<file path="config.mk">
export PLATFORM = sky130hd
export DESIGN_NAME = servo_bus_packet_framer
export DESIGN_NICKNAME = d
export VERILOG_FILES = /design/src/rtl/core/sbpf_pkg.sv /design/src/rtl/core/servo_bus_packet_framer.sv /design/src/rtl/core/sbpf_front.sv /design/src/rtl/core/sbpf_queue.sv /design/src/rtl/core/sbpf_back.sv
export SDC_FILE = /design/constraint.sdc
export NUM_CORES = 1
export LEC_CHECK = 0
export BUFFER_PORTS_ARGS = -buffer_cell sky130_fd_sc_hd__clkbuf_2
export CAP_MARGIN = 30
export CORE_UTILIZATION = 50
export DETAILED_ROUTE_END_ITERATION = 6
export HOLD_SLACK_MARGIN = 0.03
export PLACE_DENSITY = 0.77
export SYNTH_ARGS = -nofsm -noshare
export SYNTH_HDL_FRONTEND = slang
export SYNTH_SLANG_ARGS = --single-unit
</file>
<file path="constraint.sdc">
create_clock -name clk -period 2.67 [get_ports clk]
set_clock_uncertainty 0.1 [all_clocks]
set_input_delay 0.534 -clock clk [delete_from_list [all_inputs] [get_ports clk]]
set_output_delay 0.534 -clock clk [all_outputs]
set_load 0.005 [all_outputs]
</file>
<file path="src/rtl/core/sbpf_pkg.sv">
// Shared types, constants and helpers for the servo-bus packet framer.
// No dependencies; imported by every module of the block.
`timescale 1ns / 1ps

package sbpf_pkg;

    localparam int SBPF_QUEUE_DEPTH = 2;

    // Input tdata layout, lowest bit first
    localparam int OP_W     = 2;
    localparam int BYTE_W   = 8;
    localparam int VALUE_W  = 16;
    localparam int OP_LSB   = 0;
    localparam int ID_LSB   = OP_LSB + OP_W;
    localparam int ADDR_LSB = ID_LSB + BYTE_W;
    localparam int CNT_LSB  = ADDR_LSB + BYTE_W;
    localparam int VAL_LSB  = CNT_LSB + BYTE_W;
    localparam int IN_BITS  = VAL_LSB + VALUE_W;
    localparam int S_DATA_W = ((IN_BITS + 7) / 8) * 8;

    // Command operation codes
    localparam logic [OP_W-1:0] OP_PING  = 2'd0;
    localparam logic [OP_W-1:0] OP_READ  = 2'd1;
    localparam logic [OP_W-1:0] OP_WRITE = 2'd2;

    // Packet constants
    localparam logic [7:0] HDR_BYTE    = 8'hFF;
    localparam logic [7:0] INSTR_PING  = 8'h01;
    localparam logic [7:0] INSTR_READ  = 8'h02;
    localparam logic [7:0] INSTR_WRITE = 8'h03;
    localparam logic [7:0] LEN_PING    = 8'd2;
    localparam logic [7:0] LEN_READ    = 8'd4;
    localparam logic [7:0] LEN_WRITE   = 8'd5;

    // Byte positions within a packet
    localparam int POS_W = 4;
    localparam logic [POS_W-1:0] POS_HDR0   = 4'd0;
    localparam logic [POS_W-1:0] POS_HDR1   = 4'd1;
    localparam logic [POS_W-1:0] POS_ID     = 4'd2;
    localparam logic [POS_W-1:0] POS_LEN    = 4'd3;
    localparam logic [POS_W-1:0] POS_INSTR  = 4'd4;
    localparam logic [POS_W-1:0] POS_ADDR   = 4'd5;
    localparam logic [POS_W-1:0] POS_P1     = 4'd6;
    localparam logic [POS_W-1:0] POS_P2     = 4'd7;
    localparam logic [POS_W-1:0] POS_LAST_PING  = 4'd5;
    localparam logic [POS_W-1:0] POS_LAST_READ  = 4'd7;
    localparam logic [POS_W-1:0] POS_LAST_WRITE = 4'd8;

    typedef enum logic [1:0] {
        KIND_PING,
        KIND_READ,
        KIND_WRITE
    } kind_t;

    // One classified command, ready to serialize
    typedef struct packed {
        kind_t      kind;
        logic [7:0] id;
        logic [7:0] addr;
        logic [7:0] p1;
        logic [7:0] p2;
        logic [7:0] chk;
    } desc_t;

    function automatic logic [7:0] kind_len(input kind_t k);
        logic [7:0] r;
        case (k)
            KIND_PING:  r = LEN_PING;
            KIND_READ:  r = LEN_READ;
            KIND_WRITE: r = LEN_WRITE;
            default:    r = LEN_PING;
        endcase
        return r;
    endfunction

    function automatic logic [7:0] kind_instr(input kind_t k);
        logic [7:0] r;
        case (k)
            KIND_PING:  r = INSTR_PING;
            KIND_READ:  r = INSTR_READ;
            KIND_WRITE: r = INSTR_WRITE;
            default:    r = INSTR_PING;
        endcase
        return r;
    endfunction

    function automatic logic [POS_W-1:0] kind_last_pos(input kind_t k);
        logic [POS_W-1:0] r;
        case (k)
            KIND_PING:  r = POS_LAST_PING;
            KIND_READ:  r = POS_LAST_READ;
            KIND_WRITE: r = POS_LAST_WRITE;
            default:    r = POS_LAST_PING;
        endcase
        return r;
    endfunction

endpackage

</file>
<file path="src/rtl/core/servo_bus_packet_framer.sv">
// Top level of the servo-bus instruction packet framer.
// Depends on sbpf_pkg, sbpf_front, sbpf_queue and sbpf_back.
//
//   Channel  Dir  Payload                                        Marker
//   s_*      in   operation, servo_id, reg_address, read_count,  -
//                 write_value (48-bit tdata)
//   m_*      out  out_byte (8-bit tdata)                         tlast = last_byte
//
// A command becomes 6 (ping), 8 (read) or 9 (write) output transactions, one byte
// per cycle while m_tready is high; the output byte register sets that rate and
// packets follow each other with no gap. The descriptor queue takes new commands
// while a packet drains. Unknown operation codes are accepted and produce nothing.
// Reset clears queue pointers, byte position and output valid; it takes effect at once.
// A stall on m_tready holds the current byte; s_tready drops only when the queue is full.
`timescale 1ns / 1ps

module servo_bus_packet_framer #(
    parameter int QUEUE_DEPTH = sbpf_pkg::SBPF_QUEUE_DEPTH
) (
    input  logic                          clk,
    input  logic                          rst_n,
    input  logic                          s_tvalid,
    output logic                          s_tready,
    // [1:0] operation, [9:2] servo_id, [17:10] reg_address,
    // [25:18] read_count, [41:26] write_value, [47:42] zero
    input  logic [sbpf_pkg::S_DATA_W-1:0] s_tdata,
    output logic                          m_tvalid,
    input  logic                          m_tready,
    // [7:0] out_byte
    output logic [7:0]                    m_tdata,
    output logic                          m_tlast
);
    import sbpf_pkg::*;

    logic  q_push;
    logic  q_pop;
    logic  q_full;
    logic  q_not_empty;
    desc_t push_desc;
    desc_t head_desc;

    sbpf_front u_front (
        .s_tvalid (s_tvalid),
        .s_tready (s_tready),
        .s_tdata  (s_tdata),
        .q_full   (q_full),
        .q_push   (q_push),
        .q_desc   (push_desc)
    );

    sbpf_queue #(
        .DEPTH (QUEUE_DEPTH)
    ) u_queue (
        .clk       (clk),
        .rst_n     (rst_n),
        .push      (q_push),
        .push_desc (push_desc),
        .pop       (q_pop),
        .full      (q_full),
        .not_empty (q_not_empty),
        .head_desc (head_desc)
    );

    sbpf_back u_back (
        .clk         (clk),
        .rst_n       (rst_n),
        .q_not_empty (q_not_empty),
        .q_head      (head_desc),
        .q_pop       (q_pop),
        .m_tvalid    (m_tvalid),
        .m_tready    (m_tready),
        .m_tdata     (m_tdata),
        .m_tlast     (m_tlast)
    );

endmodule

</file>
<file path="src/rtl/core/sbpf_front.sv">
// Front end of the framer: accepts commands, classifies them and builds descriptors.
// Depends on sbpf_pkg.
`timescale 1ns / 1ps

module sbpf_front (
    input  logic                         s_tvalid,
    output logic                         s_tready,
    input  logic [sbpf_pkg::S_DATA_W-1:0] s_tdata,
    input  logic                         q_full,
    output logic                         q_push,
    output sbpf_pkg::desc_t              q_desc
);
    import sbpf_pkg::*;

    logic [OP_W-1:0]    op;
    logic [7:0]         id;
    logic [7:0]         addr;
    logic [7:0]         cnt;
    logic [VALUE_W-1:0] val;
    logic               known;
    kind_t              kind;
    logic [7:0]         p_addr;
    logic [7:0]         p1;
    logic [7:0]         p2;
    logic [7:0]         sum;

    assign op   = s_tdata[OP_LSB +: OP_W];
    assign id   = s_tdata[ID_LSB +: BYTE_W];
    assign addr = s_tdata[ADDR_LSB +: BYTE_W];
    assign cnt  = s_tdata[CNT_LSB +: BYTE_W];
    assign val  = s_tdata[VAL_LSB +: VALUE_W];

    always_comb
    begin
        known  = 1'b1;
        kind   = KIND_PING;
        p_addr = 8'd0;
        p1     = 8'd0;
        p2     = 8'd0;
        case (op)
            OP_PING:
            begin
                kind = KIND_PING;
            end
            OP_READ:
            begin
                kind   = KIND_READ;
                p_addr = addr;
                p1     = cnt;
            end
            OP_WRITE:
            begin
                kind   = KIND_WRITE;
                p_addr = addr;
                p1     = val[7:0];
                p2     = val[15:8];
            end
            default:
            begin
                known = 1'b0;
            end
        endcase
    end

    // Unused parameters are zero, so one sum serves every kind
    assign sum = id + kind_len(kind) + kind_instr(kind) + p_addr + p1 + p2;

    // Drop unknown operations: accepted, never queued
    assign s_tready = !q_full;
    assign q_push   = s_tvalid && !q_full && known;

    assign q_desc.kind = kind;
    assign q_desc.id   = id;
    assign q_desc.addr = p_addr;
    assign q_desc.p1   = p1;
    assign q_desc.p2   = p2;
    assign q_desc.chk  = ~sum;

endmodule

</file>
<file path="src/rtl/core/sbpf_queue.sv">
// Short descriptor queue between the front end and the serializer.
// Depends on sbpf_pkg for the descriptor type.
`timescale 1ns / 1ps

module sbpf_queue #(
    parameter int DEPTH = sbpf_pkg::SBPF_QUEUE_DEPTH
) (
    input  logic            clk,
    input  logic            rst_n,
    input  logic            push,
    input  sbpf_pkg::desc_t push_desc,
    input  logic            pop,
    output logic            full,
    output logic            not_empty,
    output sbpf_pkg::desc_t head_desc
);
    import sbpf_pkg::*;

    localparam int AW = (DEPTH > 1) ? $clog2(DEPTH) : 1;
    localparam int CW = $clog2(DEPTH + 1);
    localparam logic [AW-1:0] LAST_PTR = AW'(DEPTH - 1);
    localparam logic [CW-1:0] FULL_CNT = CW'(DEPTH);

    desc_t         mem [DEPTH];
    logic [AW-1:0] wr_ptr_reg, wr_ptr_next;
    logic [AW-1:0] rd_ptr_reg, rd_ptr_next;
    logic [CW-1:0] count_reg, count_next;
    logic          do_push;
    logic          do_pop;

    assign full      = (count_reg == FULL_CNT);
    assign not_empty = (count_reg != '0);
    assign do_push   = push && !full;
    assign do_pop    = pop && not_empty;
    assign head_desc = mem[rd_ptr_reg];

    always_comb
    begin
        wr_ptr_next = wr_ptr_reg;
        rd_ptr_next = rd_ptr_reg;
        count_next  = count_reg;
        if (do_push)
        begin
            wr_ptr_next = (wr_ptr_reg == LAST_PTR) ? '0 : wr_ptr_reg + 1'b1;
        end
        if (do_pop)
        begin
            rd_ptr_next = (rd_ptr_reg == LAST_PTR) ? '0 : rd_ptr_reg + 1'b1;
        end
        if (do_push && !do_pop)
        begin
            count_next = count_reg + 1'b1;
        end
        else if (do_pop && !do_push)
        begin
            count_next = count_reg - 1'b1;
        end
    end

    always_ff @(posedge clk or negedge rst_n)
    begin
        if (!rst_n)
        begin
            wr_ptr_reg <= '0;
            rd_ptr_reg <= '0;
            count_reg  <= '0;
        end
        else
        begin
            wr_ptr_reg <= wr_ptr_next;
            rd_ptr_reg <= rd_ptr_next;
            count_reg  <= count_next;
        end
    end

    always_ff @(posedge clk)
    begin
        if (do_push)
        begin
            mem[wr_ptr_reg] <= push_desc;
        end
    end

endmodule

</file>
<file path="src/rtl/core/sbpf_back.sv">
// Back end: walks the head descriptor, drives one packet byte per cycle unless stalled.
// Depends on sbpf_pkg.
`timescale 1ns / 1ps

module sbpf_back (
    input  logic            clk,
    input  logic            rst_n,
    input  logic            q_not_empty,
    input  sbpf_pkg::desc_t q_head,
    output logic            q_pop,
    output logic            m_tvalid,
    input  logic            m_tready,
    output logic [7:0]      m_tdata,
    output logic            m_tlast
);
    import sbpf_pkg::*;

    logic [POS_W-1:0] pos_reg, pos_next;
    logic             valid_reg, valid_next;
    logic [7:0]       data_reg;
    logic             last_reg;
    logic             load;
    logic             at_last;
    logic [7:0]       cur_byte;

    // A descriptor is queued and the output register is free or being drained this cycle
    assign load    = q_not_empty && (!valid_reg || m_tready);
    assign at_last = (pos_reg == kind_last_pos(q_head.kind));
    assign q_pop   = load && at_last;

    always_comb
    begin
        case (pos_reg) inside
            POS_HDR0, POS_HDR1: cur_byte = HDR_BYTE;
            POS_ID:             cur_byte = q_head.id;
            POS_LEN:            cur_byte = kind_len(q_head.kind);
            POS_INSTR:          cur_byte = kind_instr(q_head.kind);
            POS_ADDR:           cur_byte = q_head.addr;
            POS_P1:             cur_byte = q_head.p1;
            POS_P2:             cur_byte = q_head.p2;
            default:            cur_byte = HDR_BYTE;
        endcase
        if (at_last)
        begin
            cur_byte = q_head.chk;
        end
    end

    always_comb
    begin
        pos_next   = pos_reg;
        valid_next = valid_reg;
        if (load)
        begin
            valid_next = 1'b1;
            pos_next   = at_last ? '0 : pos_reg + 1'b1;
        end
        else if (m_tready)
        begin
            valid_next = 1'b0;
        end
    end

    always_ff @(posedge clk or negedge rst_n)
    begin
        if (!rst_n)
        begin
            pos_reg   <= '0;
            valid_reg <= 1'b0;
        end
        else
        begin
            pos_reg   <= pos_next;
            valid_reg <= valid_next;
        end
    end

    always_ff @(posedge clk)
    begin
        if (load)
        begin
            data_reg <= cur_byte;
            last_reg <= at_last;
        end
    end

    assign m_tvalid = valid_reg;
    assign m_tdata  = data_reg;
    assign m_tlast  = last_reg;

endmodule

</file>
==> results.py <==
metrics = {
    "cts": {
        "cts_tree": "done",
        "clk_path_buf_depth": 2,
        "clock_sinks": 102,
        "clk_pin_slew_ns": 0.10,
        "cts_buffers": 9,
        "cts-htree-levels": 3,
        "cts-root-buf": "clkbuf_8",
        "clk-insertion-delay-late_ns": 0.37,
    },
    "critical_path": {
        "crit_family": "adder cells",
        "crit_chain": "clkbuf_16, inv_12, ha_4, fa_1, inv_1, fa_1, inv_2, fa_1, inv_2, ha_4, a21oi_4, o21ai_2, buf_4, nor2_2, xor2_2",
        "criticalPathCategory": "input port to flop",
        "start_kind": "input port",
        "worstPathMaxFanout": 4,
        "cp_slowest_cell": "fa_1",
        "worst_setup_path_end_kind": "flop",
        "max_stage_delay_ns": 0.53,
        "cp.depth": 15,
        "path_buf_inv": 6,
        "cpMostUsedCell": "fa_1",
        "crit_arrival_ns": 3.57,
        "cp_data_required_time_ns": 2.76,
        "reg2reg_depth": 10,
    },
    "synth": {
        "ys_ff_latch": 102,
        "synth_ff_type": "edfxtp_1",
        "synth_edf_count": 93,
        "synth_nets": 503,
        "syn_inst": 410,
        "synth_area_leader_cell": "edfxtp_1",
        "synth_top_area_share_pct": 51.67,
        "avgSynthCellArea_um2": 13.18,
        "syn_area_um2": 5405,
        "ys_async_sr_fraction_pct": 8.824,
        "yosysUniqueCellTypes": 51,
        "yosys-top-cells-area": "edfxtp_1 52%, mux2i_1 6.3%, ha_1 6.0%",
        "seq_area_frac_synth_pct": 55.83,
        "yosys_warnings": 0,
    },
    "run": {
        "cap_violations": 0,
    },
    "sta": {
        "fin_crit_sh_pct": 130.4,
        "max_clock_freq_mhz": 287.3,
        "slew_viol_final": 0,
        "setup_viol": 14,
        "period_minus_slack_ns": 3.481,
        "rsz0062_at_grt": "true",
        "slew_headroom_pct": 48.95,
        "fin_ws_ns": -0.8109,
        "finalHoldViolCount": 0,
        "tightest_slew_ns": 0.7593,
    },
    "cells_and_area": {
        "final_common_cell": "edfxtp_1",
        "postLayoutCoreUtil_pct": 65.72,
        "diodes": 0,
        "stdcell_count": 669,
        "area.growth.synth_to_final_pct": 26.64,
        "drive_gt1_share_pct": 36.96,
        "layout_common_cells": "93 x edfxtp_1, 57 x buf_4, 54 x clkbuf_2, 39 x inv_1, 33 x mux2i_1",
        "nets": 621,
        "largest_register_ffs": 84,
    },
    "placed_design": {
        "pre_cts_slack_ns": -1.357,
        "portBuffers": 56,
        "place.gp.congestion": 0.8975,
        "post-place-cells": 639,
        "post-dp-hpwl_um": 8315,
    },
    "floorplan": {
        "ios": 63,
        "fp.dieH_um": 106.0,
        "row_count": 37,
        "fp.dieW_um": 106.0,
        "start_util_pct": 51.89,
        "dieArea_um2": 11230,
        "core_area_um2": 10420,
    },
    "min_path": {
        "holdCritPathClass": "input port to flop",
        "holdPathStages": 1,
    },
    "routing": {
        "finalWirelength_um": 11800,
        "first_iter_violations": 225,
        "drc": 0,
        "routedWlPerCell_um": 17.64,
        "firstDrtPassIters": 5,
        "vias": 3590,
        "ant_nets": 0,
        "avgViaCountPerCell": 5.366,
    },
    "grt": {
        "grt_pass1_wl_um": 18540,
        "gr-usage-all-layers_pct": 22.18,
        "grt_max_degree": 43,
        "antenna_found_initial": 0,
        "grt_overflow": 0,
        "grt_pass1_vias": 3773,
    },
    "power_and_ir_drop": {
        "ir_drop_v": 0.0004878,
        "p_per_area_nw_per_um2": 868.8,
        "power_leakage_nw": 2.831,
    },
    "run_status": {
        "status": "complete, but fails checks",
        "violations": "setup timing",
    },
}
[logic make-up (layout without fill, tap and decap cells)]
logic type | Yosys count | count (layout) | share of synthesized area [%]
muxes | 36 | 36 | 6.713
adders and majority gates | 41 | 41 | 11.57
AOI/OAI and AO/OA | 73 | 73 | 9.352
DFF | 102 | 102 | 55.83
buffers and inverters | 60 | 183 | 5.648
and+or+nand+nor | 78 | 78 | 7.639
xor gates and xnor gates | 20 | 20 | 3.241
[repair_timing]
item | 4_1_cts | 5_1_grt
endpoints found under the hold margin | 9 | 0
pin swaps | 14 | 15
gates resized for setup | 21 | 21
gates cloned | 0 | 0
hold buffers | 1 | 0
endpoints found under the setup margin | 14 | 16
buffers inserted | 9 | 4
[final cells by class]
type                            instances  area (um^2)
Tap cell                              136        170.2
Inverter                               46        185.2
Clock buffer                           10        127.6
Sequential cell                       102         3019
Clock inverter                          6        93.84
Timing Repair Buffer                  121        858.3
Fill cell                             737         3571
Multi-Input combinational cell        248         2391
[metal layers]
layer / up-vias / global-route usage (%) / part of all wire, %
met3: 32 / 3.188 / 4.1
li1: 1702 / - / -
met2: 120 / 37.77 / 51
met1: 1736 / 27.78 / 42
met4: 0 / 11.01 / 3.3
met5: - / 0 / 0
[where the power goes]
| part | internal (mW) | switching, mW | total, mW |
|---|---|---|---|
| Clock | 0.535 | 0.546 | 1.08 |
| Combinational | 1.11 | 1.31 | 2.42 |
| Sequential | 2.24 | 0.206 | 2.45 |
| Total | 3.88 | 2.06 | 5.95 |
[final timing paths]
path                                           startpoint                               end  slack [ns]
min in group asynchronous                           rst_n     u_back.pos_reg[3]$_DFFE_PN0P_        0.44
min                                            s_tdata[9]      u_queue.mem[0][39]$_DFFE_PP_        0.29
min reg2reg                   u_back.m_tvalid$_DFFE_PN0P_       u_back.m_tvalid$_DFFE_PN0P_        0.41
max in group asynchronous                           rst_n    u_queue.rd_ptr_reg$_DFFE_PN0P_        1.82
max                                            s_tdata[0]       u_queue.mem[0][5]$_DFFE_PP_       -0.81
max reg2reg                u_queue.rd_ptr_reg$_DFFE_PN0P_  u_queue.count_reg[1]$_DFFE_PN0P_        0.30
[synthesized netlist by cell type, types with 3 or more instances]
library cell	instances
a211oi_1	4
a21o_1	3
a21oi_1	15
a221o_1	4
a22oi_1	9
and2_1	3
buf_4	3
buf_6	4
dfrtp_1	9
edfxtp_1	93
fa_1	15
ha_1	26
inv_1	46
mux2i_1	34
nand2_1	22
nand2b_1	7
nor2_1	20
nor2b_1	5
nor3_1	4
o211ai_1	3
o21ai_0	13
o22ai_1	5
or2_2	4
xnor2_1	11
xor2_1	9
[per-stage QoR]
stage | setup TNS [ns] | cell area (um^2) | power [mW] | hold slack, ns
after CTS | -8.807 | 6698 | 5.819 | 0.2803
after floorplan | -10.19 | 5570 | 4.035 | 0.1384
final | -9.093 | 6845 | 5.947 | 0.2867
after global placement | -15.91 | 6272 | 4.534 | 0.2996
after detailed placement | -16.86 | 6272 | 4.629 | 0.3041
after global routing | -9.821 | 6845 | 6.257 | 0.2783
No activity file was read; power rests on OpenSTA's default activity.
